--- config.mk ---
export PLATFORM = sky130hd
export DESIGN_NAME = tcw_ctrl
export DESIGN_NICKNAME = d
export VERILOG_FILES = /design/src/rtl/tcw_pkg.sv /design/src/rtl/tcw_ctrl.sv
export SDC_FILE = /design/constraint.sdc
export NUM_CORES = 1
export LEC_CHECK = 0
export ABC_AREA = 1
export ABC_CLOCK_PERIOD_IN_PS = 2000
export BUFFER_PORTS_ARGS = -buffer_cell sky130_fd_sc_hd__buf_4
export CAP_MARGIN = 20
export CORE_AREA = 2 2 39 41
export CTS_BUF_LIST = sky130_fd_sc_hd__clkbuf_8
export DETAILED_ROUTE_END_ITERATION = 10
export DIE_AREA = 0 0 41 43
export GPL_TIMING_DRIVEN = 0
export MAX_ROUTING_LAYER = met4
export PLACE_DENSITY = 0.44
export SLEW_MARGIN = 5
export SYNTH_ARGS = -nofsm -noshare
export SYNTH_HDL_FRONTEND = slang
export SYNTH_SLANG_ARGS = --single-unit
--- constraint.sdc ---
create_clock -name clk -period 2 [get_ports clk]
set_clock_uncertainty 0.15 [all_clocks]
set_input_delay 0.1 -clock clk [delete_from_list [all_inputs] [get_ports clk]]
set_output_delay 0.1 -clock clk [all_outputs]
set_load 0.03 [all_outputs]
--- src/rtl/tcw_pkg.sv ---
// Shared constants, codes and controller/datapath interface types of the text console writer.
package tcw_pkg;

	localparam int MAX_COLUMNS = 128;
	localparam int MAX_ROWS    = 64;
	localparam int CELLS       = MAX_COLUMNS * MAX_ROWS;

	localparam int COL_W  = 7;
	localparam int ROW_W  = 6;
	localparam int NCOL_W = 8;
	localparam int NROW_W = 7;
	localparam int ADDR_W = 13;
	localparam int PROD_W = ADDR_W + 1;
	localparam int CHAR_W = 8;
	localparam int ATTR_W = 8;
	localparam int CELL_W = 16;
	localparam int MODE_W = 2;
	localparam int CFG_IDX_W = 2;
	localparam int CFG_DATA_W = 8;

	localparam logic [NCOL_W-1:0] NCOL_MAX = NCOL_W'(MAX_COLUMNS);
	localparam logic [NROW_W-1:0] NROW_MAX = NROW_W'(MAX_ROWS);
	localparam logic [ADDR_W-1:0] CELL_LAST = ADDR_W'(CELLS - 1);

	localparam logic [CHAR_W-1:0] NULL_CHAR    = 8'h00;
	localparam logic [CHAR_W-1:0] NEWLINE_CHAR = 8'h0A;
	localparam logic [CHAR_W-1:0] BLANK_CHAR   = 8'h20;

	localparam logic [NCOL_W-1:0] RESET_COLUMNS = 8'd80;
	localparam logic [NROW_W-1:0] RESET_ROWS    = 7'd25;
	localparam logic [ATTR_W-1:0] RESET_ATTR    = 8'h17;
	localparam logic [CELL_W-1:0] RESET_BLANK   = {RESET_ATTR, BLANK_CHAR};

	// Input modes.
	localparam logic [MODE_W-1:0] MODE_WRITE  = 2'd0;
	localparam logic [MODE_W-1:0] MODE_CURSOR = 2'd1;
	localparam logic [MODE_W-1:0] MODE_CLEAR  = 2'd2;
	localparam logic [MODE_W-1:0] MODE_READ   = 2'd3;

	// Configuration register indexes.
	localparam logic [CFG_IDX_W-1:0] REG_COLUMNS   = 2'd0;
	localparam logic [CFG_IDX_W-1:0] REG_ROWS      = 2'd1;
	localparam logic [CFG_IDX_W-1:0] REG_ATTRIBUTE = 2'd2;

	typedef struct packed {
		logic load_in;
		logic prep;
		logic act;
		logic out_load;
	} cmd_t;

	typedef struct packed {
		logic sweep_idle;
	} status_t;

endpackage

--- src/rtl/tcw_ctrl.sv ---
// Sequencing state machine of the text console writer.
module tcw_ctrl (
	input  logic             clk,
	input  logic             arst_n,
	input  logic             in_valid,
	output logic             in_ready,
	output logic             out_valid,
	input  logic             out_ready,
	input  tcw_pkg::status_t status,
	output tcw_pkg::cmd_t    cmd
);

	typedef enum logic [2:0] {
		ST_INIT,
		ST_IDLE,
		ST_PREP,
		ST_ACT,
		ST_DONE
	} state_t;

	state_t state_q;
	logic   out_valid_q;
	logic   out_free;

	assign out_free  = !out_valid_q || out_ready;
	assign in_ready  = (state_q == ST_IDLE);
	assign out_valid = out_valid_q;

	always_comb begin
		cmd          = '0;
		cmd.load_in  = in_valid && in_ready;
		cmd.prep     = (state_q == ST_PREP);
		cmd.act      = (state_q == ST_ACT);
		cmd.out_load = (state_q == ST_DONE) && status.sweep_idle && out_free;
	end

	always_ff @(posedge clk or negedge arst_n) begin
		if (!arst_n) begin
			state_q     <= ST_INIT;
			out_valid_q <= 1'b0;
		end else begin
			if (cmd.out_load) begin
				out_valid_q <= 1'b1;
			end else if (out_ready) begin
				out_valid_q <= 1'b0;
			end
			case (state_q)
				ST_INIT: begin
					if (status.sweep_idle) begin
						state_q <= ST_IDLE;
					end
				end
				ST_IDLE: begin
					if (cmd.load_in) begin
						state_q <= ST_PREP;
					end
				end
				ST_PREP: state_q <= ST_ACT;
				ST_ACT:  state_q <= ST_DONE;
				ST_DONE: begin
					if (cmd.out_load) begin
						state_q <= ST_IDLE;
					end
				end
				default: state_q <= ST_INIT;
			endcase
		end
	end

endmodule

# After elaboration in Yosys (flattened, before gate mapping)
# Cells that the tools add are included.
# Widths: inputs -> output; s select.
totals:
  reg_bits: 4
  output_inout_bits: 6
classes:
  n_eq_ne: 7
  muxes: 6
  n_reduce_logical: 8
op_table:
  columns: ["operator", "count"]
  rows:
  - ["$pmux 3 s5", 1]
  - ["$mux 3", 3]
  - ["$eq 3x2->1 const B", 2]
  - ["$ne 2x2->1 const B", 2]
  - ["$eq 3x1->1 const B", 1]
  - ["$eq 3x3->1 const B", 1]
  - ["$logic_and 1x1->1", 3]
  - ["$logic_not 3->1", 1]
  - ["$reduce_and 3->1", 1]
  - ["$mux 1", 2]
  - ["$ne 2x1->1 const B", 1]
  - ["$reduce_bool 2->1", 1]
  - ["$logic_not 1->1", 1]
  - ["$logic_or 1x1->1", 1]

# Longest topological paths before layout
logic_depth:
  ltp_word: 5
  ltp_mapped: 6

# Worst setup path before layout
# Ideal clock, no wire load.
synth_timing:
  path_kind: "flip-flop to output port"
  startpoint: "register state_q[0]"
  endpoint: "output cmd[0] (netlist bit)"
  t_arrival_ns: 1.101
  t_required_ns: 1.750
  setup_slack_ns: 0.649
  path_stages_with_launch: 6
  path_buffers: 0
  cell_sequence: "dfrtp_1 > inv_2 > nand2_4 > nor2_2 > nand2_1 > nor2_1"
synth_lines:
  columns: ["item", "line_no", "rtl"]
  rows:
  - ["start, declared", "tcw_ctrl.sv:21", "state_t state_q;"]
  - ["start signal, assigned", "tcw_ctrl.sv:39", "state_q <= ST_INIT;"]
  - ["start signal, assigned", "tcw_ctrl.sv:50", "state_q <= ST_IDLE;"]
  - ["start signal, assigned", "tcw_ctrl.sv:55", "state_q <= ST_PREP;"]
  - ["end, declared", "tcw_ctrl.sv:10", "output tcw_pkg::cmd_t cmd"]

# Final worst setup path
layout_timing:
  startpoint: "register state_q[0]"
  endpoint: "register out_valid_q (netlist: out_valid)"
layout_via:
  elab_chain_len: 4
  elab_cells_between_ends: 5
layout_rtl:
  columns: ["item", "line_no", "rtl"]
  rows:
  - ["$eq 3x3->1 *", "tcw_ctrl.sv:34", "cmd.out_load = (state_q == ST_DONE) && status.sweep_idle && out_free;"]
  - ["$logic_and 1x1->1 * (2 in series)", "tcw_ctrl.sv:34", null]
  - ["$mux 1 or $reduce_bool 2->1 (tied branches)", null, null]
  - ["end signal, assigned", "tcw_ctrl.sv:40", "out_valid_q <= 1'b0;"]
  - ["end signal, assigned", "tcw_ctrl.sv:43", "out_valid_q <= 1'b1;"]
  - ["end signal, assigned", "tcw_ctrl.sv:45", "out_valid_q <= 1'b0;"]
  - ["end, declared", "tcw_ctrl.sv:22", "logic out_valid_q;"]
# Every way passes the cells marked *; elsewhere a longest branch is shown, timed or not.
# A chain may end at the register's enable or synchronous reset.

==> results.cfg <==
[yosys]
postSynthAreaPerCell_um2 = 7.10
yosysUniqueCellTypes = 12
syn_area_um2 = 263
netlist_instances = 37
ys_warn_count = 0
synth_nets = 42
ys_seq_area_share_pct = 38.1
synth-seq-cells = 4

[detailed_routing]
drtIter0Drc = 5
post_drt_wl_per_cell_um = 7.77
drc = 0
dr.pass1.iters = 4
routed_wl_um = 544
postRouteAntennaNets = 0
vias_per_cell = 3.83
via_count = 268

[timing]
max_slew_margin_pct = 88.5
layout_min_cycle_time_ps = 1580
rsz0062_at_grt = false
maxClockFrequency_mhz = 634
finalSetupViolCount = 0
tightest_slew_ps = 171
setup_tns_ps = 0
finalHoldViolations = 0
maxSlewViolCount = 0
finalCritPeriodShare_pct = 78.8

[critical_path]
critical-path-top-delay-family = buffers and inverters
cp-end-kind = register
critPathKind = reg -> reg
cp_cell_sequence = inv_2, nand2_4, nor2_2, nand2_1, o21ai_1, dlygate4sd3_1
crit_buf_inv = 2
slowest_delay_ps = 550
worstPathArrival_ps = 1570
worstSetupStartpointType = register
path_max_fanout = 3
critPathLaunch = state_q[0]$_DFFE_PN0P_
cp_data_required_time_ps = 2000
slowest_stage = dlygate4sd3_1
timing.rr.start = state_q[0]$_DFFE_PN0P_

[clocking]
cts.sinks = 4
cts_buffers = 3
cts_setup_buffers = 0
path_clk_slew_ps = 30
cts_tree = built
cts_max_path_buffers = 2
insertion_delay_ps = 210
cts_root_buffer = clkbuf_8
htree_levels = 1

[global_routing]
grt_pass1_wl_um = 869
grt-ovfl-total = 0
grt_usage_pct = 7.84
grt_max_degree = 5
antenna_found_initial = 0
grt_pass1_vias = 247

[floorplanning]
die-area_um2 = 1760
die_w_um = 41
die_h_um = 43
fp.coreArea_um2 = 1380
initial_core_util_pct = 19.0
rows = 14
ios = 11

[placement]
gp_congestion = 0.640
port_buffers = 10
hpwl_um = 413

[cells_and_area]
utilization_pct = 31.7
drive_above_1_share_pct = 44.4
fin_nets = 61
regArea_um2 = 100
layout_common_cells = buf_4 (10), inv_1 (8), nand2_1 (7)
nFillCells = 153
final_common_cell = buf_4
multiInputGateArea_um2 = 121
antenna_cells = 0
syn2layout_area_growth_pct = 67.1

[power_and_ir_drop]
irDropWorstVdd_mv = 0.493
p_leak_uw = 0.000253
power_density_nw_per_um2 = 1580

[worst_hold_path]
hp-class = in -> async

[job]
maxCapViolations = 0

[run_status]
status = finished, final reports clean
-- kinds of logic (layout without fill, tap and decap cells) --
| kind of cell | after synthesis | in the layout | share of synthesized area [%] |
|---|---|---|---|
| compound gates | 2 | 2 | 5.24 |
| buf+inv | 11 | 28 | 15.7 |
| flops | 4 | 4 | 38.1 |
| simple gates | 20 | 20 | 41.0 |
-- synth_stat cells --
cell type / count / area, µm²
nand3_1: 2 / 10.0
nor3_2: 1 / 10.0
nor2_2: 4 / 25.0
dfrtp_1: 4 / 100
nand2_1: 7 / 26.3
nand3_2: 1 / 10.0
inv_1: 8 / 30.0
o21ai_2: 1 / 8.76
nor2_1: 4 / 15.0
o21ai_1: 1 / 5.00
nand2_4: 1 / 11.3
inv_2: 3 / 11.3
-- final timing paths --
kind | to | slack (ps) | cells after the start
max | out_valid$_DFFE_PN0P_ | 420 | 6
min | state_q[1]$_DFFE_PN0P_ | 70 | 2
max reg2reg | out_valid$_DFFE_PN0P_ | 420 | 6
min reg2reg | state_q[2]$_DFFE_PN0P_ | 400 | 3
max in group asynchronous | state_q[2]$_DFFE_PN0P_ | 1530 | 2
min in group clk | state_q[2]$_DFFE_PN0P_ | 100 | 4
-- sequential cells by signal, indices dropped and copies added, names as in the netlist --
| name | count |
|---|---|
| state_q | 3 |
| out_valid | 1 |
-- timing repair --
item,4_1_cts,5_1_grt
hold endpoints to repair,6,0
hold buffers,4,0
resized for setup,0,0
-- metal layers --
metal	vias to the layer above	track usage, %	share of wire, %
met5	-	-	0
met4	0	6.00	1.1
met3	2	3.14	4.8
met2	5	10.9	51
met1	120	8.41	42
li1	141	-	-
-- power breakdown --
part           internal [µW]  switching [µW]
combinational            143             246
clock                    128            40.9
sequential               115            22.7
total                    386             310
-- final cells by class --
type,instances,share of cell area (%)
Inverter,11,9.40
Multi-Input combinational cell,22,27.6
Timing Repair Buffer,14,26.2
Sequential cell,4,22.8
Tap cell,16,4.56
Clock buffer,3,9.40
-- worst reg2reg max path, stage by stage (launching register included) --
cell and delay (ps):
dfrtp_1 390, inv_2 100, nand2_4 60, nor2_2 110
nand2_1 80, o21ai_1 70, dlygate4sd3_1 550
-- stage by stage --
step / power (µW) / area (µm²) / setup WS (ps) / hold slack, ps / instances
global placement: 520 / 358 / 774 / -252 / 63
finish: 696 / 439 / 423 / 66.9 / 70
CTS: 704 / 439 / 428 / 65.1 / 70
global route: 746 / 439 / 358 / 94.8 / 70
detailed placement: 519 / 358 / 777 / -251 / 63
floorplan: 417 / 263 / 649 / -346 / 37
No activity file was read; power rests on OpenSTA's default activity.
